$ cat config.mk
export PLATFORM = sky130hd
export DESIGN_NAME = qau_front
export DESIGN_NICKNAME = d
export VERILOG_FILES = /design/src/rtl/assert_macros.svh /design/src/rtl/qau_pkg.sv /design/src/rtl/qau_front.sv
export SDC_FILE = /design/constraint.sdc
export NUM_CORES = 1
export LEC_CHECK = 0
export ABC_CLOCK_PERIOD_IN_PS = 4100
export BUFFER_PORTS_ARGS = -buffer_cell sky130_fd_sc_hd__buf_2
export CAP_MARGIN = 15
export CORE_AREA = 2 2 204 206
export DETAILED_ROUTE_END_ITERATION = 6
export DIE_AREA = 0 0 206 208
export GPL_ROUTABILITY_DRIVEN = 0
export PLACE_DENSITY = 0.5
export SLEW_MARGIN = 20
export SYNTH_ARGS = -nofsm -noshare
export SYNTH_HDL_FRONTEND = slang
export SYNTH_SLANG_ARGS = --single-unit
export TNS_END_PERCENT = 30
$ cat constraint.sdc
create_clock -name clk -period 4.1 [get_ports clk]
set_input_delay 0.205 -clock clk [delete_from_list [all_inputs] [get_ports clk]]
set_output_delay 0.205 -clock clk [all_outputs]
set_load 0.005 [all_outputs]
$ cat src/rtl/assert_macros.svh
// assertion macros shared by the quaternion unit rtl
// expects clk and arst_n in the scope of each use
`ifndef ASSERT_MACROS_SVH
`define ASSERT_MACROS_SVH
// property checked on every clock edge outside reset
`define QAU_ASSERT(lbl, prop, msg) \
	lbl: assert property (@(posedge clk) disable iff (!arst_n) prop) \
		else $error(msg);
// condition in the cycle after a trigger
`define QAU_ASSERT_NEXT(lbl, pre, post, msg) \
	lbl: assert property (@(posedge clk) disable iff (!arst_n) (pre) |=> (post)) \
		else $error(msg);
`endif

$ cat src/rtl/qau_pkg.sv
// shared constants, types and rounding helpers of the quaternion unit
// no dependencies
package qau_pkg;
	localparam int DW = 32;
	localparam int FB = 16;
	localparam int AW = 3;
	localparam int PW = 2*DW + 2;
	localparam int SW = 2*DW + 1;
	localparam int RW = DW + 1;
	localparam int NW = DW + 2*FB;
	localparam int XW = 2*DW + 2*FB + 4;
	localparam int CW = $clog2(NW + 1);
	localparam int QDEPTH = 4;
	localparam int QAW = $clog2(QDEPTH);
	localparam int IDW = 8*DW;
	localparam int ODW = ((4*DW + 2 + 7) / 8) * 8;

	localparam logic [AW-1:0] ACT_MUL  = 3'd0;
	localparam logic [AW-1:0] ACT_ADD  = 3'd1;
	localparam logic [AW-1:0] ACT_SUB  = 3'd2;
	localparam logic [AW-1:0] ACT_CONJ = 3'd3;
	localparam logic [AW-1:0] ACT_NORM = 3'd4;
	localparam logic [AW-1:0] ACT_INV  = 3'd5;

	typedef logic [DW-1:0] comp_t;

	typedef struct packed {
		logic [AW-1:0] act;
		logic          slow;
		comp_t [3:0]   a;
		comp_t [3:0]   b;
	} item_t;

	typedef struct packed {
		comp_t v;
		logic  ovf;
	} sat_t;

	// clamp a wide signed value to DW bits
	function automatic sat_t saturate(input logic signed [XW-1:0] v);
		sat_t r;
		r.ovf = !((&v[XW-1:DW-1]) || !(|v[XW-1:DW-1]));
		if (!r.ovf) begin
			r.v = v[DW-1:0];
		end else if (v[XW-1]) begin
			r.v = {1'b1, {(DW-1){1'b0}}};
		end else begin
			r.v = {1'b0, {(DW-1){1'b1}}};
		end
		return r;
	endfunction

	// drop FB fraction bits, round half away from zero
	function automatic logic signed [XW-1:0] round_frac(input logic signed [PW-1:0] t);
		logic signed [PW:0] tx;
		logic [PW:0] m;
		logic signed [XW-1:0] mx;
		tx = {t[PW-1], t};
		m = t[PW-1] ? -tx : tx;
		m = m + ((PW+1)'(1) << (FB-1));
		m = m >> FB;
		mx = XW'(m);
		return t[PW-1] ? -mx : mx;
	endfunction
endpackage

$ cat src/rtl/qau_front.sv
// front end: input register, operand unpacking and op classification
// depends on qau_pkg
module qau_front (
	input  logic                  clk,
	input  logic                  arst_n,
	input  logic                  s_axis_tvalid,
	output logic                  s_axis_tready,
	input  logic [qau_pkg::IDW-1:0] s_axis_tdata,  // a_w a_x a_y a_z b_w b_x b_y b_z
	input  logic [qau_pkg::AW-1:0]  s_axis_tuser,  // action
	output logic                  q_valid,
	input  logic                  q_ready,
	output qau_pkg::item_t        q_data
);
	import qau_pkg::*;

	item_t item_q;
	logic  valid_q;

	assign s_axis_tready = !valid_q || q_ready;
	assign q_valid = valid_q;
	assign q_data = item_q;

	always_ff @(posedge clk or negedge arst_n) begin
		if (!arst_n) begin
			valid_q <= 1'b0;
		end else if (s_axis_tready) begin
			valid_q <= s_axis_tvalid;
		end
	end

	always_ff @(posedge clk) begin
		if (s_axis_tready && s_axis_tvalid) begin
			item_q.act <= s_axis_tuser;
			// norm and inverse are marked slow; the back end runs them, but for an inverse of zero, in the iterative unit
			item_q.slow <= (s_axis_tuser == ACT_NORM) || (s_axis_tuser == ACT_INV);
			for (int i = 0; i < 4; i++) begin
				item_q.a[i] <= s_axis_tdata[i*DW +: DW];
				item_q.b[i] <= s_axis_tdata[(4+i)*DW +: DW];
			end
		end
	end
endmodule

## After elaboration in Yosys (flattened, before gate mapping)

Index checks and enable logic that the tools add are counted.

- Register bits after elaboration: 261
- Bits in latches: 0
- Bits in writable memories: 0
- ROM bits: 0
- Input bits: 263
- Logic and storage cells: 17
- Memories kept: 0

- Add/sub/neg operators: 0
- $mul: 0
- Div/mod/pow operators: 0
- Order comparisons: 0
- Eq/ne operators: 2
- Shifts and indexed selects: 0
- Muxes and demuxes: 0
- Bitwise gates (word level): 0
- Reductions and logical operators: 4

Operator list:

| cell | count |
|---|---|
| $eq 3x3->1 const B | 2 |
| $logic_or 1x1->1 | 2 |
| $logic_and 1x1->1 | 1 |
| $logic_not 1->1 | 1 |

## Longest topological paths before layout

Gate-level depths: netlist of run 1.

- Depth after elaboration: 3
- Mapped depth: 2
- Gate-level depth less buffers: 2

## Least setup slack after synthesis of run 1

OpenSTA, ideal clock, no wires.

- Path kind: register to register
- Start: reg valid_q, in the netlist q_valid
- End: reg item_q (netlist bit q_data[0]), enable pin
- Library setup time: 0.443 ns
- Data arrival time: 2.316 ns
- Setup slack: 1.341 ns
- Cell stages (with the launch flop): 3
- Clock period less this slack: 2.759 ns
- Cell sequence: dfrtp_1 > nand2b_4 > and2_4

- Cells in the longest elaborated chain, start to end: 3

RTL lines:

| element | line | RTL |
|---|---|---|
| from (decl) | qau_front.sv:17 | `logic valid_q;` |
| from (signal assigned) | qau_front.sv:27 | `valid_q <= s_axis_tvalid;` |
| $logic_not 1->1 | qau_front.sv:19 | `assign s_axis_tready = !valid_q \|\| q_ready;` |
| $logic_or 1x1->1 | qau_front.sv:19 |  |
| net s_axis_tready | qau_front.sv:7 | `output logic s_axis_tready,` |
| $logic_and 1x1->1 | qau_front.sv:32 | `if (s_axis_tready && s_axis_tvalid) begin` |
| to (decl) | qau_front.sv:16 | `item_t item_q;` |

The timed path passes the listed nets, and every way through them passes these cells.
A chain may end at the register's enable or synchronous reset.

## Worst setup path after layout of run 1

- Start: reg valid_q, in the netlist q_valid
- End: reg item_q (netlist bit q_data[46]), enable pin

- Cells in the longest elaborated chain, start to end: 3

RTL lines:

| element | line |
|---|---|
| $logic_not 1->1 | qau_front.sv:19 |
| $logic_or 1x1->1 | qau_front.sv:19 |
| $logic_and 1x1->1 | qau_front.sv:32 |

Every way passes these cells.

==> results of run 1 <==
power by group through the flow:
| stage | Sequential, mW | Clock [mW] | Combinational (mW) |
|---|---|---|---|
| CTS | 3.15 | 2.57 | 0.591 |
| floorplan | 3.24 | 0 | 0.0496 |
| global placement | 3.21 | 0 | 0.385 |
| detailed placement | 3.21 | 0 | 0.390 |
| global route | 3.17 | 2.67 | 0.634 |
| finish | 3.15 | 2.48 | 0.583 |
cells in the mapped netlist (all sizes together):
cell type / instances / area share, %
dfrtp: 1 / 0.32
edfxtp: 260 / 99
nor2b: 1 / 0.080
nand2b: 2 / 0.25
and2: 1 / 0.11
repair_timing:
item / in CTS / in global routing
endpoints found under the hold margin: 262 / 0
resized for setup: 0 / 0
hold buffers: 263 / 0
registers in the layout (all words and copies together) (netlist names):
register / count
q_data: 260
q_valid: 1
routing by layer:
metal  routed length, µm  up-vias
li1                    -     2734
met1                9150     2709
met2               13300      333
met3                2520       32
met4                 527        0
met5                   0        -
final cells by class:
cell class	count	share of cell area [%]
timing repair buffer	794	36.2
tap	532	4.50
sequential	261	53.0
clock inverter	13	0.940
clock buffer	39	5.16
multi-input combinational	4	0.237
worst paths after layout:
path	from	end	slack, ns	cells after the start
min in group asynchronous	arst_n	q_valid	0.50	3
min reg2reg	q_valid	q_valid	1.11	3
max in group asynchronous	arst_n	q_valid	3.50	3
max reg2reg	q_valid	q_data[46]	2.08	3
max	q_valid	q_data[46]	2.08	3
min	s_axis_tdata[19]	q_data[147]	0.36	2
cells in the final DEF, fill, tap and decap left out, drive strengths merged:
cell,count
and2,1
buf,531
bufinv,3
clkbuf,39
clkinv,8
clkinvlp,2
dfrtp,1
dlygate4sd3,263
edfxtp,260
nand2b,2
nor2b,1
stage by stage:
step | util (%) | area, µm²
3_5_place_dp | 27.7 | 11200
2_1_floorplan | - | 7870
4_1_cts | 36.4 | 14800
6_report | 36.4 | 14800
5_1_grt | 36.4 | 14800
3_3_place_gp | 27.7 | 11200
kinds of logic (layout without fill, tap and decap cells):
logic type,Yosys count,in the layout,share of synthesized area [%]
flops,261,261,99.6
simple gates,4,4,0.445
buf+inv,0,846,0
==> flow_metrics.tcl, run 1 <==
set metrics [dict create \
    status "finished clean" \
    finalClockSkew_ns 0.00935 \
    num-fill-cells 3864 \
    path_buf_inv 1 \
    yosys.cell_types.count 6 \
    drt_pass1_iterations 4 \
    ant_nets 0 \
    first_iter_violations 201 \
    internal_power_mw 4.95 \
    clockRootBuffer "clkbuf_16" \
    finalMaxSlewViolations 0 \
    multi_input_area_um2 35.0 \
    switching_share_pct 20.4 \
    antenna_found_initial 2 \
    synth-seq-cells 261 \
    grt_pass1_wl_mm 35.9 \
    insertedDiodeCount 0 \
    netSwitchingPower_mw 1.27 \
    crit_arrival_ns 2.22 \
    synth.avg_cell_area_um2 29.7 \
    p_comb_share_pct 9.4 \
    post-place-ws_ns 2.05 \
    cp_max_fo 72 \
    p_clk_share_pct 39.9 \
    critPathSlowestCell "and2_4" \
    cts_buffer_depth 3 \
    p_leak_nw 6.14 \
    p_per_area_nw_per_um2 420 \
    nNetsFinal 1352 \
    wirelength_mm 25.5 \
    seq_area_um2 7830 \
    die_w_um 206 \
    cts_tree "yes" \
    wl_per_cell_um 15.5 \
    numCtsBuffers 28 \
    critPathKind "flop to flop" \
    setup_tns_ns 0 \
    initial_core_util_pct 19.4 \
    power_mw 6.21 \
    grt_util_met2_pct 20.8 \
    dp_hpwl_mm 18.0 \
    gr-usage-all-layers_pct 11.1 \
    grt_max_degree 73 \
    fin_cells 1643 \
    cts_sinks 261 \
    maxCapViolations 0 \
    die_height_um 208 \
    power_frac_seq_pct 50.8 \
    period_minus_slack_ns 2.02 \
    hold_violations 0 \
    drc 0 \
    hold_path.class "input port to flop" \
    syn_nets 528 \
    setup_slack_ns 2.08 \
    portBuffers 524 \
    relSlewSlack_pct 45.6 \
    max_stage_delay_ns 0.68 \
    drive_gt1_share_pct 51.3 \
    busiest_layer "met2" \
    irDropWorstVdd_mv 0.303 \
    synth_area_um2 7870 \
    grt_setup_unrepaired "false" \
    post_drt_via_cell_ratio 3.53 \
    syn_inst 265 \
    htree_levels 1 \
    period_share_pct 49.2 \
    crit_chain "nand2b_4 > and2_4 > buf_12" \
    clk_pin_slew_ns 0.06 \
    fp.dieArea_um2 42800 \
    critPathTopFamily "simple AND/OR/NAND/NOR gates" \
    whs_ns 0.360 \
    setup_viol 0 \
    seq_area_frac_synth_pct 99.6 \
    fp-row-count 74 \
    fmax_mhz 496 \
    grt_util_met3_pct 3.82 \
    critPathLaunchType "flop" \
    io_pins 525 \
    end_kind "flop" \
    globalRouteMet1Util_pct 11.4 \
    grt_pass1_vias 6375 \
    placedCellCount 1328 \
    cp.required_ns 4.30 \
    syn2layout_area_growth_pct 87.9 \
    grt-ovfl-total 0 \
    tightest_slew_ns 0.816 \
    postCtsSetupBuffers 0 \
    num_vias 5808 \
    clkLatencyLatePin_ns 0.54 \
    yosys_warnings 0 \
    core_um2 40600 \
]
Note: power is estimated with default switching activity, not from simulation.
==> run 2: changes to the inputs <==
--- a/config.mk
+++ b/config.mk
@@ -5,14 +5,14 @@
 export SDC_FILE = /design/constraint.sdc
 export NUM_CORES = 1
 export LEC_CHECK = 0
-export ABC_CLOCK_PERIOD_IN_PS = 4100
+export ABC_CLOCK_PERIOD_IN_PS = 1900
 export BUFFER_PORTS_ARGS = -buffer_cell sky130_fd_sc_hd__buf_2
 export CAP_MARGIN = 15
-export CORE_AREA = 2 2 204 206
+export CORE_AREA = 2 2 207 209
 export DETAILED_ROUTE_END_ITERATION = 6
-export DIE_AREA = 0 0 206 208
+export DIE_AREA = 0 0 209 211
 export GPL_ROUTABILITY_DRIVEN = 0
-export PLACE_DENSITY = 0.5
+export PLACE_DENSITY = 0.49
 export SLEW_MARGIN = 20
 export SYNTH_ARGS = -nofsm -noshare
 export SYNTH_HDL_FRONTEND = slang
==> constraint.sdc (replaced) <==
create_clock -name clk -period 1.9 [get_ports clk]
set_input_delay 0.095 -clock clk [delete_from_list [all_inputs] [get_ports clk]]
set_output_delay 0.095 -clock clk [all_outputs]
set_load 0.005 [all_outputs]
==> run 2 against run 1 <==
Worst hold slack got worse by 0.26 ns. Die area increased by 2.9%. Global-route usage increased by 0.14 points. Combinational power increased by 120%. Worst setup slack got worse by 1.7 ns. Routed wire length increased by 3.7%. Critical path type unchanged. Largest cell class unchanged. Largest power group unchanged.
==> flow_metrics.tcl, run 2 (synthesis results as in run 1) <==
set metrics [dict create \
    finish.instance_area_um2 14900 \
    clk_pin_slew_ns 0.06 \
    met1Wirelength_mm 9.70 \
    fmax_mhz 659 \
    period_share_pct 79.9 \
    cp.required_ns 2.12 \
    drt_pass1_iterations 4 \
    wl_per_cell_um 15.9 \
    relSlewSlack_pct 85.3 \
    clockRootBuffer "clkbuf_16" \
    antenna_found_initial 2 \
    ant_nets 0 \
    power_mw 13.5 \
    drc 0 \
    crit_arrival_ns 1.74 \
    fp-row-count 75 \
    wirelength_mm 26.4 \
    initial_core_util_pct 18.8 \
    cts_tree "yes" \
    io_pins 525 \
    period_minus_slack_ns 1.52 \
    setup_tns_ns 0 \
    setup_viol 0 \
    postCtsSetupBuffers 0 \
    numCtsBuffers 28 \
    placedCellCount 1349 \
    first_iter_violations 147 \
    whs_ns 0.102 \
    critPathLaunchType "flop" \
    grt_pass1_vias 6620 \
    irDropWorstVdd_mv 0.736 \
    p_leak_nw 6.23 \
    p_per_area_nw_per_um2 902 \
    grt_max_degree 41 \
    clkLatencyLatePin_ns 0.54 \
    met3WireLength_mm 2.58 \
    nNetsFinal 1366 \
    fin_cells 1664 \
    top_layer_used "met5" \
    dp_hpwl_mm 19.1 \
    num_vias 5927 \
    cp_max_fo 40 \
    post-route-util_pct 35.7 \
    holdBufCountCts 263 \
    num-fill-cells 3939 \
    grt_pass1_wl_mm 38.0 \
    grt_setup_unrepaired "false" \
    layout_commonest_cell "buf_2" \
    largest_reg_flops 260 \
    cts_buffer_depth 3 \
    placed_cell_area_um2 11400 \
    final_cell_mix "buf_2 (524), dlygate4sd3_1 (263), edfxtp_1 (260)" \
    drive_gt1_share_pct 52.3 \
    post-place-ws_ns 0.410 \
    setup_slack_ns 0.382 \
    gr-usage-all-layers_pct 11.3 \
    finalMaxSlewViolations 0 \
    cts_resized 0 \
    grt-ovfl-total 0 \
    syn2layout_area_growth_pct 89.7 \
    maxCapViolations 0 \
    tightest_slew_ns 0.221 \
    cts_sinks 261 \
    htree_levels 1 \
    critPathKind "flop to flop" \
    die_w_um 209 \
    die_height_um 211 \
    post_drt_via_cell_ratio 3.56 \
    finalClockSkew_ns 0.0176 \
    hold_violations 0 \
    core_um2 41800 \
    hold_path.class "input port to flop" \
    fp.dieArea_um2 44100 \
    end_kind "flop" \
    route.met2.wl_mm 13.5 \
    rrSetupSlack_ns 0.38 \
    portBuffers 524 \
    status "finished clean" \
]
-- run 2: cell count changes in the layout (fill, tap and decap cells not counted) --
cell,change
buf_4,+12
clkbuf_1,-6
clkinv_2,+3
buf_12,+2
clkinv_1,+1
clkinv_4,+1
clkinvlp_4,-1
diode_2,+1
inv_6,+1
-- run 2: worst paths after layout --
path | start | end | cells past startpoint
max | q_valid | q_data[168] | 4
min | q_ready | q_data[27] | 3
max reg2reg | q_valid | q_data[168] | 4
min reg2reg | q_valid | q_data[27] | 2
max in group asynchronous | arst_n | q_valid | 3
min in group asynchronous | arst_n | q_valid | 3
-- run 2: layer usage --
layer	track usage, %	up-vias
li1	-	2762
met5	0	-
met3	4.10	43
met1	11.8	2760
met4	3.55	2
met2	20.9	360
-- run 2: cell type report --
type / instances / area [µm²] / share of cell area (%)
Sequential cell: 261 / 7830 / 52.5
Timing Repair Buffer: 808 / 5480 / 36.7
Clock buffer: 33 / 741 / 4.96
Tap cell: 539 / 674 / 4.52
Clock inverter: 18 / 168 / 1.12
Multi-Input combinational cell: 4 / 35.0 / 0.235
Antenna cell: 1 / 2.50 / 0.0168
-- run 2: power breakdown --
group          internal, mW  switching, mW  leakage, nW
clock network          3.18           2.17        0.446
registers              6.72         0.0837         2.49
logic                 0.787          0.521         3.30
total                  10.7           2.78         6.23
-- run 2: critical path: stages (launching register included) --
cell	delay (ns)
dfrtp_1	0.41
nand2b_4	0.09
and2_4	0.20
buf_12	0.19
buf_12	0.24
==> run 3: changes to the inputs <==
--- a/config.mk
+++ b/config.mk
@@ -5,7 +5,7 @@
 export SDC_FILE = /design/constraint.sdc
 export NUM_CORES = 1
 export LEC_CHECK = 0
-export ABC_CLOCK_PERIOD_IN_PS = 1900
+export ABC_CLOCK_PERIOD_IN_PS = 1400
 export BUFFER_PORTS_ARGS = -buffer_cell sky130_fd_sc_hd__buf_2
 export CAP_MARGIN = 15
 export CORE_AREA = 2 2 207 209
==> constraint.sdc (replaced) <==
create_clock -name clk -period 1.4 [get_ports clk]
set_input_delay 0.07 -clock clk [delete_from_list [all_inputs] [get_ports clk]]
set_output_delay 0.07 -clock clk [all_outputs]
set_load 0.005 [all_outputs]
==> run 3 against run 2 <==
Clock power grew 34%. Sequential power up 36%. Largest cell class unchanged. Final area up 0.57%. Non-clock buffer count increased by 11. Largest power group unchanged. Total power increased by 36%. Sequential share of layout area is 0.30 points lower. Critical endpoint is now q_data[134]. Combinational power increased by 40%.
==> flow_metrics.tcl, run 3 (synthesis results as in run 1) <==
set metrics [dict create \
    cp_max_fo 27 \
    fmax_mhz 724 \
    nNetsFinal 1378 \
    initial_core_util_pct 18.8 \
    irDropWorstVdd_mv 1.02 \
    drive_gt1_share_pct 52.5 \
    critPathKind "flop to flop" \
    num-fill-cells 3922 \
    switching_share_pct 20.5 \
    cts_buffer_depth 3 \
    grt_pass1_wl_mm 39.0 \
    core_um2 41800 \
    grt_pass1_vias 6901 \
    dp_hpwl_mm 19.5 \
    clkLatencyLatePin_ns 0.55 \
    finalClockSkew_ns 0.0190 \
    tightest_slew_ns 0.183 \
    clk_pin_slew_ns 0.06 \
    setup_viol 0 \
    max_stage_delay_ns 0.41 \
    antenna_found_initial 2 \
    hold_path.class "input port to flop" \
    wirelength_mm 27.3 \
    power_mw 18.3 \
    cpMostUsedCell "buf_12" \
    die_height_um 211 \
    io_pins 525 \
    fp-row-count 75 \
    p_leak_nw 6.28 \
    status "finished clean" \
    drc 0 \
    p_per_area_nw_per_um2 1220 \
    cts_sinks 261 \
    largest_reg_flops 260 \
    p_clk_share_pct 39.4 \
    internal_power_mw 14.5 \
    crit_arrival_ns 1.63 \
    hold_violations 0 \
    netSwitchingPower_mw 3.74 \
    post-place-ws_ns 0.00973 \
    critPathLaunchType "flop" \
    clockRootBuffer "clkbuf_16" \
    maxCapViolations 0 \
    die_w_um 209 \
    grt_max_degree 31 \
    finalMaxSlewViolations 0 \
    layout_commonest_cell "buf_2" \
    cp.required_ns 1.65 \
    post-route-util_pct 36.0 \
    first_iter_violations 168 \
    power_frac_seq_pct 50.6 \
    cts_tree "yes" \
    grt_setup_unrepaired "true" \
    wl_per_cell_um 16.3 \
    critPathTopFamily "flip-flops" \
    portBuffers 524 \
    end_kind "flop" \
    final_cell_mix "buf_2 (524), dlygate4sd3_1 (263), edfxtp_1 (260)" \
    seq_area_um2 7830 \
    numCtsBuffers 29 \
    num_vias 6103 \
    htree_levels 1 \
    path_buf_inv 2 \
    crit_chain "nand2b_4 > and2_4 > buf_12 > buf_12" \
    p_comb_share_pct 10.0 \
    relSlewSlack_pct 87.8 \
    drt_pass1_iterations 5 \
    syn2layout_area_growth_pct 90.8 \
    critPathSlowestCell "dfrtp_1" \
    setup_slack_ns 0.0180 \
    grt-ovfl-total 0 \
    multi_input_area_um2 35.0 \
    gr-usage-all-layers_pct 11.6 \
    period_share_pct 98.7 \
    post_drt_via_cell_ratio 3.65 \
    ant_nets 0 \
    fp.dieArea_um2 44100 \
    period_minus_slack_ns 1.38 \
]
==> run 3: changes by cell type in the layout (fill, tap and decap cells not counted), sizes merged <==
| cell | previous run | this run |
|---|---|---|
| clkbuf | 33 | 34 |
| clkinv | 13 | 10 |
| buf | 545 | 556 |
| inv | 1 | 0 |
==> run 3: power groups by stage <==
| stage | Sequential [mW] | Combinational (mW) | Clock, mW |
|---|---|---|---|
| after floorplan | 9.48 | 0.145 | 0 |
| after global placement | 9.41 | 1.22 | 0 |
| after detailed placement | 9.40 | 1.23 | 0 |
| after CTS | 9.25 | 1.83 | 7.45 |
| after global routing | 9.28 | 1.96 | 7.71 |
| final | 9.24 | 1.83 | 7.19 |
==> run 3: area by class of cell <==
cell class	count	share of cell area [%]
flip-flops and latches	261	52.2
repair buffers	819	37.2
clock buffers	34	4.96
well taps	539	4.49
clock inverters	14	0.975
multi-input cells	4	0.233
diodes	1	0.0167
==> run 3: layer usage <==
layer	part of all wire (%)	wire length [µm]	up-vias	GRT usage, %
met5	0.040	11	-	0
met4	2.7	741	2	3.99
met3	9.6	2630	52	4.07
met2	52	14200	379	22.0
met1	36	9710	2886	11.7
li1	-	-	2784	-
==> run 3: worst register-to-register path, cell delays in order (launching register included) <==
cell      delay [ns]
dfrtp_1         0.41
nand2b_4        0.09
and2_4          0.17
buf_12          0.19
buf_12          0.24
==> run 3: what timing repair did <==
item | in CTS | in global routing
gates resized for setup | 0 | 1
hold buffers | 263 | 0
endpoints found under the hold margin | 262 | 0
setup endpoints to repair | 0 | 101
buffers inserted | 0 | 0
==> run 3: final timing paths <==
path                          from           to  slack, ns  cells after the start
setup / recovery           q_valid  q_data[134]       0.02                      4
hold / removal             q_ready  q_data[112]       0.21                      4
setup reg to reg           q_valid  q_data[134]       0.02                      4
hold reg to reg            q_valid  q_data[112]       0.95                      3
max in group asynchronous   arst_n      q_valid       0.90                      3
min in group asynchronous   arst_n      q_valid       0.38                      3
==> run 3: metrics by stage <==
| stage | cell area [µm²] | setup TNS, ns | hold slack [ns] | cells |
|---|---|---|---|---|
| after floorplan | 7870 | -352.57 | -0.226 | 265 |
| after global placement | 11500 | -0.00273 | -0.154 | 1360 |
| after detailed placement | 11500 | 0 | -0.153 | 1360 |
| after CTS | 15000 | 0 | 0.184 | 1671 |
| after global routing | 15000 | -2.73 | 0.202 | 1671 |
| final | 15000 | 0 | 0.208 | 1672 |
