## src/rtl/assert_macros.svh

```systemverilog
// assertion macros shared by the quaternion unit rtl
// expects clk and arst_n in the scope of each use
`ifndef ASSERT_MACROS_SVH
`define ASSERT_MACROS_SVH
// property checked on every clock edge outside reset
`define QAU_ASSERT(lbl, prop, msg) \
	lbl: assert property (@(posedge clk) disable iff (!arst_n) prop) \
		else $error(msg);
// condition in the cycle after a trigger
`define QAU_ASSERT_NEXT(lbl, pre, post, msg) \
	lbl: assert property (@(posedge clk) disable iff (!arst_n) (pre) |=> (post)) \
		else $error(msg);
`endif

```

## src/rtl/qau_pkg.sv

```systemverilog
// shared constants, types and rounding helpers of the quaternion unit
// no dependencies
package qau_pkg;
	localparam int DW = 32;
	localparam int FB = 16;
	localparam int AW = 3;
	localparam int PW = 2*DW + 2;
	localparam int SW = 2*DW + 1;
	localparam int RW = DW + 1;
	localparam int NW = DW + 2*FB;
	localparam int XW = 2*DW + 2*FB + 4;
	localparam int CW = $clog2(NW + 1);
	localparam int QDEPTH = 4;
	localparam int QAW = $clog2(QDEPTH);
	localparam int IDW = 8*DW;
	localparam int ODW = ((4*DW + 2 + 7) / 8) * 8;

	localparam logic [AW-1:0] ACT_MUL  = 3'd0;
	localparam logic [AW-1:0] ACT_ADD  = 3'd1;
	localparam logic [AW-1:0] ACT_SUB  = 3'd2;
	localparam logic [AW-1:0] ACT_CONJ = 3'd3;
	localparam logic [AW-1:0] ACT_NORM = 3'd4;
	localparam logic [AW-1:0] ACT_INV  = 3'd5;

	typedef logic [DW-1:0] comp_t;

	typedef struct packed {
		logic [AW-1:0] act;
		logic          slow;
		comp_t [3:0]   a;
		comp_t [3:0]   b;
	} item_t;

	typedef struct packed {
		comp_t v;
		logic  ovf;
	} sat_t;

	// clamp a wide signed value to DW bits
	function automatic sat_t saturate(input logic signed [XW-1:0] v);
		sat_t r;
		r.ovf = !((&v[XW-1:DW-1]) || !(|v[XW-1:DW-1]));
		if (!r.ovf) begin
			r.v = v[DW-1:0];
		end else if (v[XW-1]) begin
			r.v = {1'b1, {(DW-1){1'b0}}};
		end else begin
			r.v = {1'b0, {(DW-1){1'b1}}};
		end
		return r;
	endfunction

	// drop FB fraction bits, round half away from zero
	function automatic logic signed [XW-1:0] round_frac(input logic signed [PW-1:0] t);
		logic signed [PW:0] tx;
		logic [PW:0] m;
		logic signed [XW-1:0] mx;
		tx = {t[PW-1], t};
		m = t[PW-1] ? -tx : tx;
		m = m + ((PW+1)'(1) << (FB-1));
		m = m >> FB;
		mx = XW'(m);
		return t[PW-1] ? -mx : mx;
	endfunction
endpackage

```

## src/rtl/qau_queue.sv

```systemverilog
// short register queue between front and back
// depends on qau_pkg and assert_macros.svh
`include "assert_macros.svh"
module qau_queue (
	input  logic           clk,
	input  logic           arst_n,
	input  logic           in_valid,
	output logic           in_ready,
	input  qau_pkg::item_t in_data,
	output logic           out_valid,
	input  logic           out_ready,
	output qau_pkg::item_t out_data
);
	import qau_pkg::*;

	item_t          mem_q [QDEPTH];
	logic [QAW-1:0] wr_q;
	logic [QAW-1:0] rd_q;
	logic [QAW:0]   cnt_q;
	logic           push;
	logic           pop;

	assign in_ready = cnt_q != (QAW+1)'(QDEPTH);
	assign out_valid = cnt_q != '0;
	assign out_data = mem_q[rd_q];
	assign push = in_valid && in_ready;
	assign pop = out_valid && out_ready;

	always_ff @(posedge clk or negedge arst_n) begin
		if (!arst_n) begin
			wr_q <= '0;
			rd_q <= '0;
			cnt_q <= '0;
		end else begin
			if (push) wr_q <= wr_q + 1'b1;
			if (pop) rd_q <= rd_q + 1'b1;
			if (push && !pop) cnt_q <= cnt_q + 1'b1;
			else if (pop && !push) cnt_q <= cnt_q - 1'b1;
		end
	end

	always_ff @(posedge clk) begin
		if (push) mem_q[wr_q] <= in_data;
	end

	`QAU_ASSERT(a_q_bound, cnt_q <= (QAW+1)'(QDEPTH), "queue count past depth")
	`QAU_ASSERT(a_q_empty_ptr, (cnt_q == '0) |-> (wr_q == rd_q), "empty queue with split pointers")
	`QAU_ASSERT_NEXT(a_q_fill, push && !pop, cnt_q == $past(cnt_q) + 1'b1, "push not counted")
endmodule

```

## config.mk

```make
export PLATFORM = sky130hd
export DESIGN_NAME = qau_queue
export DESIGN_NICKNAME = d
export VERILOG_FILES = /design/src/rtl/qau_pkg.sv /design/src/rtl/qau_queue.sv
export VERILOG_INCLUDE_DIRS = /design/src /design/src/rtl
export SDC_FILE = /design/constraint.sdc
export NUM_CORES = 1
export LEC_CHECK = 0
export ABC_AREA = 1
export BUFFER_PORTS_ARGS = -buffer_cell sky130_fd_sc_hd__clkbuf_2
export CELL_PAD_IN_SITES_DETAIL_PLACEMENT = 1
export CELL_PAD_IN_SITES_GLOBAL_PLACEMENT = 2
export CORE_MARGIN = 8
export CORE_UTILIZATION = 36
export CTS_CLUSTER_SIZE = 20
export DETAILED_ROUTE_END_ITERATION = 10
export PLACE_DENSITY = 0.83
export SLEW_MARGIN = 5
export SYNTH_ARGS = -nofsm -noshare
export SYNTH_HDL_FRONTEND = slang
export SYNTH_SLANG_ARGS = --single-unit
```

## constraint.sdc

```tcl
create_clock -name clk -period 11.83 [get_ports clk]
set_input_delay 1.183 -clock clk [delete_from_list [all_inputs] [get_ports clk]]
set_output_delay 1.183 -clock clk [all_outputs]
set_load 0.01 [all_outputs]
```

Word-level counts from Yosys, hierarchy flattened
Memory sizes are Yosys's and may differ from the RTL's.
Index checks and enable logic that the tools add are counted.
Storage, ports and cells
  bits in registers: 7
  RAM bits: 1040
  bits of input ports: 264
  output and inout bits: 262
  memories kept: 1
Memory list
  mem_q: depth 4, width 260, rd ports 1, clocked after Yosys merged registers in 0, write ports 1, RTL line qau_queue.sv:16  | item_t mem_q [QDEPTH];
Cells by class
  add/sub/neg operators: 4
  equal/unequal tests: 1
  muxes and demuxes: 4
  reductions and logical operators: 8
Operators by type and width (number)
  3-bit two-way mux: 2
  2-bit by 1-bit adder with 2-bit output, second input constant: 2
  1-bit logical AND: 4
  3-bit by 1-bit adder with 3-bit output, second input constant: 1
  3-bit inequality test, second input constant: 1
  3-bit nonzero test: 1
  3-bit by 1-bit subtractor with 3-bit output, second input constant: 1
  1-bit zero test: 2
  1-bit two-way mux: 2
  2-bit nonzero test: 1

Logic depth before layout (Yosys ltp)
Gate-level depths: netlist (run 1).
  word-level depth: 6
  depth in mapped cells: 12
  mapped depth without buffers: 12

Worst setup path before layout (run 1)
OpenSTA, ideal clock, no wires.
  path type: input to register
  start: in in_valid
  end: mem mem_q[0][0] (netlist name) (enable)
  setup time: 0.887 ns
  arrival time: 12.101 ns
  slack: -1.159 ns
  stages: 2
  path buffers: 0
  cell sequence: nand2_1 -> nor2_1
On the way
  longest elaborated chain between the ends: 3
RTL lines
  from (decl): RTL line qau_queue.sv:7  | input logic in_valid,
  1-bit logical AND: RTL line qau_queue.sv:26  | assign push = in_valid && in_ready;
  1-bit two-way mux: RTL line qau_queue.sv:43  | if (push) mem_q[wr_q] <= in_data;
  1-bit two-way mux (implied by the code): RTL line qau_queue.sv:43
  to (decl): RTL line qau_queue.sv:16
Every way passes these cells.

==> flow_summary.yaml, run 1 <==
cts:
  cts_resized: 0
  cts_root_buf: "clkbuf_16"
  cts_inserted_buffers: 110
  clock_latency_ps: 690
  clk_pin_slew_ps: 60
  htree_levels: 3
  cts_tree: "done"
  post_cts_buffers: 0
  clock_sinks: 1047
  postCtsHoldBufs: 0
  cts.path.max_buffers: 3
setup_path:
  crit_arrival_ps: 4280
  cp_slowest_cell: "buf_12"
  critPathKind: "flip-flop to output pin"
  critPathTopFamily: "buffers and inverters"
  crit_fanout: 270
  cp_cell_sequence: "inv_8 > buf_12 > buf_12 > nand2_1 > o211ai_1 > nand2_1 > clkbuf_2"
  slowest_delay_ps: 750
  cp-start-kind: "flip-flop"
  required_ps: 10650
  end_kind: "output pin"
  critical_path_buf_inv_count: 4
global_routing:
  gr-total-overflow: 0
  grt_pass1_wl_um: 154800
  track_usage_pct: 15.83
  grt_max_degree: 271
  grt_pass1_vias: 25850
  grt_antenna_before_repair: 26
outcome:
  outcome: "finished clean"
timing:
  fin_skew_ps: 26.97
  rsz0062_at_grt: "no"
  finalMaxSlewViolations: 0
  fin_setup_tns_ps: 0
  tightestPinTransition_ps: 1208
  timing_hold_violations_final: 0
  period_needed_ps: 5462
  hold_ws_ps: 376.2
  clock.fmax_mhz: 183.1
  final-setup-viol-count: 0
  finalCritPeriodShare_pct: 46.17
  slew_headroom_pct: 19.46
power:
  internal-power_mw: 7.944
  p_total_mw: 12.48
  comb_power_share_pct: 33.6
  vdd_ir_drop_max_uv: 199.2
  p_sw_mw: 4.532
  p_leak_nw: 19.39
  power_density_mw_per_mm2: 255.9
  clkPwrFrac_pct: 26.0
  seqPwrFrac_pct: 40.4
  switching_share_pct: 36.33
route:
  avgViaCountPerCell: 4.791
  via_count: 24900
  drtIter0Drc: 1314
  ant_nets: 0
  drc: 0
  wl_per_cell_um: 19.84
  firstDrtPassIters: 5
  routed_wl_um: 103100
placement:
  place.gp.congestion: 0.7260
  dp.final_hpwl_um: 63830
  port_buffers: 525
floorplan:
  initial_core_util_pct: 36.22
  dieWidth_um: 354.7
  die_y_um: 354.7
  dieArea_mm2: 0.1258
  ios: 526
  core_mm2: 0.1140
  fp-row-count: 124
synth:
  yosys_warnings: 0
  yosys.area.top_type: "edfxtp_1"
  synth_top_area_share_pct: 75.62
  synth-seq-area-share_pct: 76.04
  synth_area_leaders: "edfxtp_1, o211ai_1, nand2_1, inv_1, buf_2"
  synth.distinct_cells: 17
  syn_area_mm2: 0.04130
  synthCells: 3092
  syn-num-nets: 3362
  synth-seq-cells: 1047
  avgSynthCellArea_um2: 13.36
layout:
  area_growth_pct: 18.05
  num-nets-final: 3851
  fin_util_pct: 42.75
  fillCellCount: 11880
  drive_gt1_share_pct: 19.23
  most-common-layout-cells: "edfxtp_1, nand2_1, inv_1"
  layout_commonest_cell: "edfxtp_1"
flow_run:
  maxCapViolations: 0
hold_path:
  hold_class: "input pin to async pin"
[through the flow]
stage / std cells / area [um2] / setup slack, ps
floorplan: 3092 / 41300 / -1159
global placement: 4981 / 45300 / 7133
detailed placement: 4981 / 45300 / 7072
CTS: 5183 / 48720 / 6285
global route: 5190 / 48730 / 6038
finish: 5198 / 48750 / 6368
[final timing paths]
| check | from | endpoint | slack, ps | cells after the start |
|---|---|---|---|---|
| max in group asynchronous | arst_n | rd_q[1]$_DFFE_PN0P_ | 11210 | 1 |
| worst max register to register | cnt_q[0]$_DFFE_PN0P_ | mem_q[3][30]$_DFFE_PP_ | 7910 | 7 |
| worst min register to register | cnt_q[2]$_DFFE_PN0P_ | cnt_q[2]$_DFFE_PN0P_ | 520 | 2 |
| worst max-delay path | rd_q[0]$_DFFE_PN0P_ | out_data[87] | 6370 | 7 |
| worst min-delay path | arst_n | rd_q[1]$_DFFE_PN0P_ | 380 | 1 |
| min in group clk | cnt_q[2]$_DFFE_PN0P_ | cnt_q[2]$_DFFE_PN0P_ | 520 | 2 |
[registers in the layout, summed over array words and instances, names as in the netlist]
signal and cells:
cnt_q 3, mem_q 1040, rd_q 2, wr_q 2
[per-layer routing]
| layer | global-route usage [%] | wire length, um |
|---|---|---|
| met5 | 0 | 161 |
| met4 | 5.385 | 2520 |
| met3 | 4.347 | 6814 |
| met2 | 27.93 | 52730 |
| met1 | 18.54 | 40920 |
[worst register-to-register path: stages (launching register included)]
cell     delay (ps)
dfrtp_1         410
inv_1            80
nand3_1         180
nand2_1         340
nor2_4          160
buf_4           450
buf_4           810
buf_4          1070
[layout make-up]
cell class                 count  area, um2  share of cell area [%]
clock inverter                67      525.5                   1.078
tap                         1512       1892                   3.880
inverter                     536       2027                   4.158
multi-input combinational   1337       7078                   14.52
timing repair buffer         549       2895                   5.939
sequential                  1047      31410                   64.42
antenna                       15      37.54                 0.07699
clock buffer                 135       2889                   5.926
[synthesized netlist by cell type, drive strengths merged]
| cell | n |
|---|---|
| inv | 536 |
| xnor2 | 1 |
| nand3 | 7 |
| nand2 | 797 |
| nand4 | 1 |
| o21ai | 1 |
| buf | 123 |
| ha | 5 |
| dfrtp | 7 |
| fa | 1 |
| o211ai | 520 |
| clkbuf | 49 |
| nor2 | 4 |
| edfxtp | 1040 |
[kinds of logic (layout without fill, tap and decap cells)]
logic type	Yosys count	count (layout)	share of synthesized area [%]
AO/OA/AOI/OAI	521	521	9.465
flip-flops	1047	1047	76.04
buffers and inverters	708	1287	6.889
AND/OR/NAND/NOR	809	809	7.380
adder cells (fa/ha/maj)	6	6	0.2000
XOR/XNOR	1	1	0.02121
other	0	15	0
[power groups by stage]
stage / clock network [mW] / logic (mW) / registers, mW
after global placement: 0 / 4.22 / 5.08
after floorplan: 0 / 2.56 / 5.39
after CTS: 3.35 / 4.33 / 5.05
after global routing: 3.46 / 4.64 / 5.09
after detailed placement: 0 / 4.31 / 5.12
final: 3.24 / 4.19 / 5.04
Note: power is estimated with default switching activity, not from simulation.
==> run 2: changes to the inputs <==
--- a/config.mk
+++ b/config.mk
@@ -11,10 +11,10 @@
 export CELL_PAD_IN_SITES_DETAIL_PLACEMENT = 1
 export CELL_PAD_IN_SITES_GLOBAL_PLACEMENT = 2
 export CORE_MARGIN = 8
-export CORE_UTILIZATION = 36
+export CORE_UTILIZATION = 40
 export CTS_CLUSTER_SIZE = 20
 export DETAILED_ROUTE_END_ITERATION = 10
-export PLACE_DENSITY = 0.83
+export PLACE_DENSITY = 0.87
 export SLEW_MARGIN = 5
 export SYNTH_ARGS = -nofsm -noshare
 export SYNTH_HDL_FRONTEND = slang
==> constraint.sdc (replaced) <==
create_clock -name clk -period 5.6 [get_ports clk]
set_input_delay 0.56 -clock clk [delete_from_list [all_inputs] [get_ports clk]]
set_output_delay 0.56 -clock clk [all_outputs]
set_load 0.01 [all_outputs]
==> run 2 against run 1 <==
Worst hold slack worse by 270 ps; sequential share of layout area about the same; register-to-register slack lost 5100 ps; first-iteration DRC count grew 10%; cell area barely moved; non-clock buffer count up 12; critical path type unchanged; critical endpoint is now out_data[73]; largest cell class unchanged; largest power group unchanged.
==> flow_summary.yaml, run 2 (same netlist as run 1, synthesis figures left out) <==
floorplan:
  die_y_um: 337.3
  fp-row-count: 118
  initial_core_util_pct: 40.13
  dieWidth_um: 337.3
  ios: 526
  core_mm2: 0.1029
  dieArea_mm2: 0.1138
global_routing:
  grt_pass1_wl_um: 157800
  grt_max_degree: 163
  gr-total-overflow: 0
  grt_pass1_vias: 26720
  track_usage_pct: 18.02
  grt_antenna_before_repair: 18
hold_path:
  hold_class: "input pin to flip-flop"
  hold_end: "mem_q[1][242]$_DFFE_PP_"
  worstHoldStart: "in_data[242]"
  hold_depth: 1
cts:
  htree_levels: 3
  post_cts_buffers: 0
  clock_sinks: 1047
  cts_resized: 0
  postCtsHoldBufs: 1
  cts_inserted_buffers: 108
  clock_latency_ps: 670
  cts_tree: "done"
  cts_root_buf: "clkbuf_16"
  cts.path.max_buffers: 3
  clk_pin_slew_ps: 60
layout:
  multi_input_area_mm2: 0.007078
  reg_top3: "mem_q x1040, cnt_q x3"
  largest_reg_flops: 1040
  fillCellCount: 10590
  layout_commonest_cell: "edfxtp_1"
  area_growth_pct: 18.03
  most-common-layout-cells: "edfxtp_1, nand2_1, inv_1"
  drive_gt1_share_pct: 19.52
  num-nets-final: 3861
  final_area_mm2: 0.04874
  regArea_mm2: 0.03141
  largest-register: "mem_q"
setup_path:
  crit_fanout: 162
  worstSetupStartpoint: "rd_q[0]$_DFFE_PN0P_"
  r2r_cells: 5
  rrSetupSlack_ps: 2850
  rr_endpoint: "mem_q[3][74]$_DFFE_PP_"
  cp_cell_sequence: "inv_8 > buf_4 > nand2_1 > o211ai_1 > nand2_1 > clkbuf_2"
  timing.rr.start: "cnt_q[0]$_DFFE_PN0P_"
  critPathTopFamily: "buffers and inverters"
  required_ps: 5040
  critPathKind: "flip-flop to output pin"
  slowest_delay_ps: 720
  cp-start-kind: "flip-flop"
  critPathMostFrequentCell: "nand2_1"
  cp_slowest_cell: "buf_4"
  crit_arrival_ps: 3140
  end_kind: "output pin"
  critical_path_buf_inv_count: 3
placement:
  port_buffers: 525
  place.gp.congestion: 0.7332
  dp.final_hpwl_um: 66970
  dpl_cell_area_mm2: 0.04533
power:
  comb_power_share_pct: 34.0
  vdd_ir_drop_max_uv: 398.7
  p_leak_nw: 19.46
  seqPwrFrac_pct: 40.2
  internal-power_mw: 16.87
  clkPwrFrac_pct: 25.8
  switching_share_pct: 36.37
  p_sw_mw: 9.644
  power_density_mw_per_mm2: 543.9
outcome:
  outcome: "finished clean"
route:
  avgViaCountPerCell: 4.951
  ant_nets: 0
  drtIter0Drc: 1451
  routed_wl_um: 105300
  wl_per_cell_um: 20.74
  drc: 0
  firstDrtPassIters: 5
  via_count: 25120
timing:
  rsz0062_at_grt: "no"
  fin_skew_ps: 17.89
  period_needed_ps: 3701
  timing_hold_violations_final: 0
  clock.fmax_mhz: 270.2
  slew_headroom_pct: 30.86
  finalCritPeriodShare_pct: 66.09
  final-setup-viol-count: 0
  finalMaxSlewViolations: 0
  tightestPinTransition_ps: 1037
  fin_setup_tns_ps: 0
flow_run:
  maxCapViolations: 0
run 2: changes by cell type in the layout (fill, tap and decap cells not counted), moves of 2 or more:
cell        delta
clkbuf_1       -7
inv_6          +2
buf_4          +2
clkinv_16      -2
clkinvlp_4     +4
clkinv_1       +2
bufinv_16      +2
buf_12         +9
inv_8          -2
run 2: stage by stage:
stage	setup WS [ps]	cells	util [%]	power, mW	hold slack [ps]
floorplan	-2513	3092	-	16.49	264.4
global placement	2679	4860	44.05	19.67	429.4
detailed placement	2587	4860	44.05	20.02	426.8
CTS	1790	5059	47.33	26.96	26.17
global route	1662	5067	47.35	28.04	55.96
finish	1899	5075	47.37	26.51	104.0
run 2: how the worst max path moves through the flow:
stage | slack, ps | end | cells past startpoint
floorplan | -2510 | mem_q[0][0]$_DFFE_PP_ | 4
global placement | 2680 | out_data[67] | 6
detailed placement | 2590 | out_data[67] | 6
CTS | 1790 | out_data[73] | 6
global route | 1660 | out_data[110] | 6
finish | 1900 | out_data[73] | 6
run 2: metal layers:
layer / track usage, % / share of wire (%) / up-vias
li1: - / - / 11890
met1: 20.90 / 39 / 12530
met2: 32.29 / 52 / 532
met3: 4.600 / 6.4 / 171
met4: 6.272 / 3.1 / 4
met5: 0 / 0.021 / -
run 2: layout make-up:
| class | count | share of cell area [%] |
|---|---|---|
| flip-flops and latches | 1047 | 64.44 |
| multi-input cells | 1337 | 14.52 |
| repair buffers | 561 | 6.361 |
| clock buffers | 127 | 5.822 |
| inverters | 536 | 4.158 |
| well taps | 1380 | 3.542 |
| clock inverters | 71 | 1.078 |
| diodes | 16 | 0.08214 |
run 2: worst register-to-register path, delay by kind of cell (launching register included):
family | cells | cell delay [ps]
flops | 1 | 410
buf+inv | 2 | 730
simple gates | 3 | 1190
run 2: power groups by stage:
stage,Combinational (mW),Clock (mW),Sequential [mW]
after detailed placement,9.18,0,10.8
after global placement,8.92,0,10.7
after global routing,9.97,7.29,10.8
after floorplan,5.42,0,11.1
after CTS,9.24,7.04,10.7
final,9.01,6.83,10.7
==> run 3: changes to the inputs <==
==> constraint.sdc (replaced) <==
create_clock -name clk -period 3.49 [get_ports clk]
set_input_delay 0.349 -clock clk [delete_from_list [all_inputs] [get_ports clk]]
set_output_delay 0.349 -clock clk [all_outputs]
set_load 0.01 [all_outputs]
==> run 3 against run 2 <==
Clock-buffer cell count shrank 1; flip-flop and latch count is the same; register-to-register slack lost 1500 ps; sequential power grew 60%; sequential share of layout area shrank 4.2 points; clock power grew 68%; largest cell class unchanged; cell area grew 7.0%; worst setup slack lost 1500 ps; core utilization grew 3.3 points; worst hold slack gained 11 ps; critical path type unchanged.
==> flow_summary.yaml, run 3 (same netlist as run 1, synthesis figures left out) <==
timing:
  finalCritPeriodShare_pct: 88.40
  slew_headroom_pct: 41.81
  hold_ws_ps: 115.4
  fin_ws_ps: 405.0
  clock.fmax_mhz: 324.1
  timing_hold_violations_final: 0
  final-setup-viol-count: 0
  fin_skew_ps: 33.88
  finalMaxSlewViolations: 0
  period_needed_ps: 3085
  fin_setup_tns_ps: 0
  rsz0062_at_grt: "no"
  tightestPinTransition_ps: 872.9
layout:
  largest_reg_flops: 1040
  drive_gt1_share_pct: 19.45
  largest-register: "mem_q"
  reg_top3: "mem_q x1040, cnt_q x3"
  area_growth_pct: 26.26
  layout_commonest_cell: "edfxtp_1"
  most-common-layout-cells: "edfxtp_1, nand2_1, inv_1"
  num-nets-final: 4173
setup_path:
  cp-start-kind: "flip-flop"
  critPathMostFrequentCell: "nand2_1"
  crit_fanout: 111
  cp_slowest_cell: "inv_8"
  slowest_delay_ps: 620
  cp_cell_sequence: "inv_8 > buf_12 > nand2_1 > o211ai_1 > nand2_1 > clkbuf_2"
  end_kind: "output pin"
  critPathKind: "flip-flop to output pin"
  crit_arrival_ps: 2740
  rrSetupSlack_ps: 1340
  required_ps: 3140
cts:
  cts.path.max_buffers: 3
  clock_latency_ps: 700
  clk_pin_slew_ps: 60
  htree_levels: 3
  cts_inserted_buffers: 110
  cts_root_buf: "clkbuf_16"
  cts_resized: 0
  clock_sinks: 1047
  cts_tree: "done"
global_routing:
  busiest_layer: "met2"
  gr-total-overflow: 0
  grt_use_met1_pct: 22.04
  use_met2_pct: 35.57
  track_usage_pct: 19.53
  grt_pass1_wl_um: 171200
  grt_max_degree: 115
  grt_antenna_before_repair: 18
  grtUsageMet3_pct: 4.033
  grt_pass1_vias: 29000
floorplan:
  initial_core_util_pct: 40.13
  dieWidth_um: 337.3
  fp-row-count: 118
  core_mm2: 0.1029
  dieArea_mm2: 0.1138
  die_y_um: 337.3
  ios: 526
route:
  ant_nets: 0
  drc: 0
  via_count: 26710
  wl_per_cell_um: 21.20
  avgViaCountPerCell: 4.952
  firstDrtPassIters: 5
  routed_wl_um: 114300
  drtIter0Drc: 1578
placement:
  pre_cts_ws_ps: 1120
  place.gp.congestion: 0.7453
  port_buffers: 525
  dp.final_hpwl_um: 69660
power:
  vdd_ir_drop_max_uv: 652.3
  power_density_mw_per_mm2: 847.8
  p_leak_nw: 20.96
hold_path:
  hold_class: "input pin to async pin"
flow_run:
  maxCapViolations: 0
outcome:
  outcome: "finished clean"
run 3: cell types whose count changed in the layout (fill, tap and decap cells not counted), sizes merged:
cell | previous run | this run
clkbuf | 652 | 651
clkinv | 56 | 58
dlygate4sd3 | 1 | 262
bufinv | 7 | 10
inv | 538 | 542
buf | 35 | 84
diode | 16 | 19
clkinvlp | 6 | 4
run 3: path summary, 6_finish.rpt:
| check | from | endpoint | depth (start not counted) |
|---|---|---|---|
| setup / recovery | rd_q[0]$_DFFE_PN0P_ | out_data[28] | 6 |
| hold / removal | arst_n | wr_q[0]$_DFFE_PN0P_ | 2 |
| setup reg to reg | wr_q[0]$_DFFE_PN0P_ | mem_q[2][25]$_DFFE_PP_ | 6 |
| hold reg to reg | wr_q[1]$_DFFE_PN0P_ | wr_q[1]$_DFFE_PN0P_ | 2 |
| max in group asynchronous | arst_n | rd_q[1]$_DFFE_PN0P_ | 2 |
| min in group clk | out_ready | rd_q[0]$_DFFE_PN0P_ | 3 |
run 3: metal layers:
layer	share of wire [%]	routed length, um
met4	4.3	4902
met2	52	59720
met5	0.020	23
met3	5.4	6122
met1	38	43560
run 3: layout make-up:
class                           instances  area (um2)
Tap cell                             1380        1727
Multi-Input combinational cell       1337        7107
Inverter                              536        2027
Fill cell                           10440       50760
Clock inverter                         78       688.2
Timing Repair Buffer                  871        6306
Antenna cell                           19       47.55
Clock buffer                          126        2834
Sequential cell                      1047       31410
run 3: where the power goes:
part	switching (mW)	internal [mW]	leakage (nW)
clock network	4.93	6.56	1.72
registers	0.612	16.5	9.61
logic	10.7	4.92	9.62
total	16.2	28.0	21.0
run 3: worst max-delay path: cells and delay by family (launching register included):
family	cells	cell delay, ps
simple gates	2	250
buf+inv	3	1110
flops	1	450
compound gates	1	120
run 3: stage by stage:
step	std cells	power [mW]	utilization [%]	area [um2]
6_report	5394	44.21	50.67	52150
5_1_grt	5388	46.47	50.66	52130
4_1_cts	5375	44.57	50.63	52100
3_5_place_dp	4909	32.73	44.66	45950
3_3_place_gp	4909	32.13	44.66	45950
2_1_floorplan	3092	26.19	-	41360
run 3: what timing repair did:
| action | in CTS | in global routing |
|---|---|---|
| setup buffers | 0 | 0 |
| hold buffers | 262 | 0 |
| endpoints found under the hold margin | 1049 | 0 |
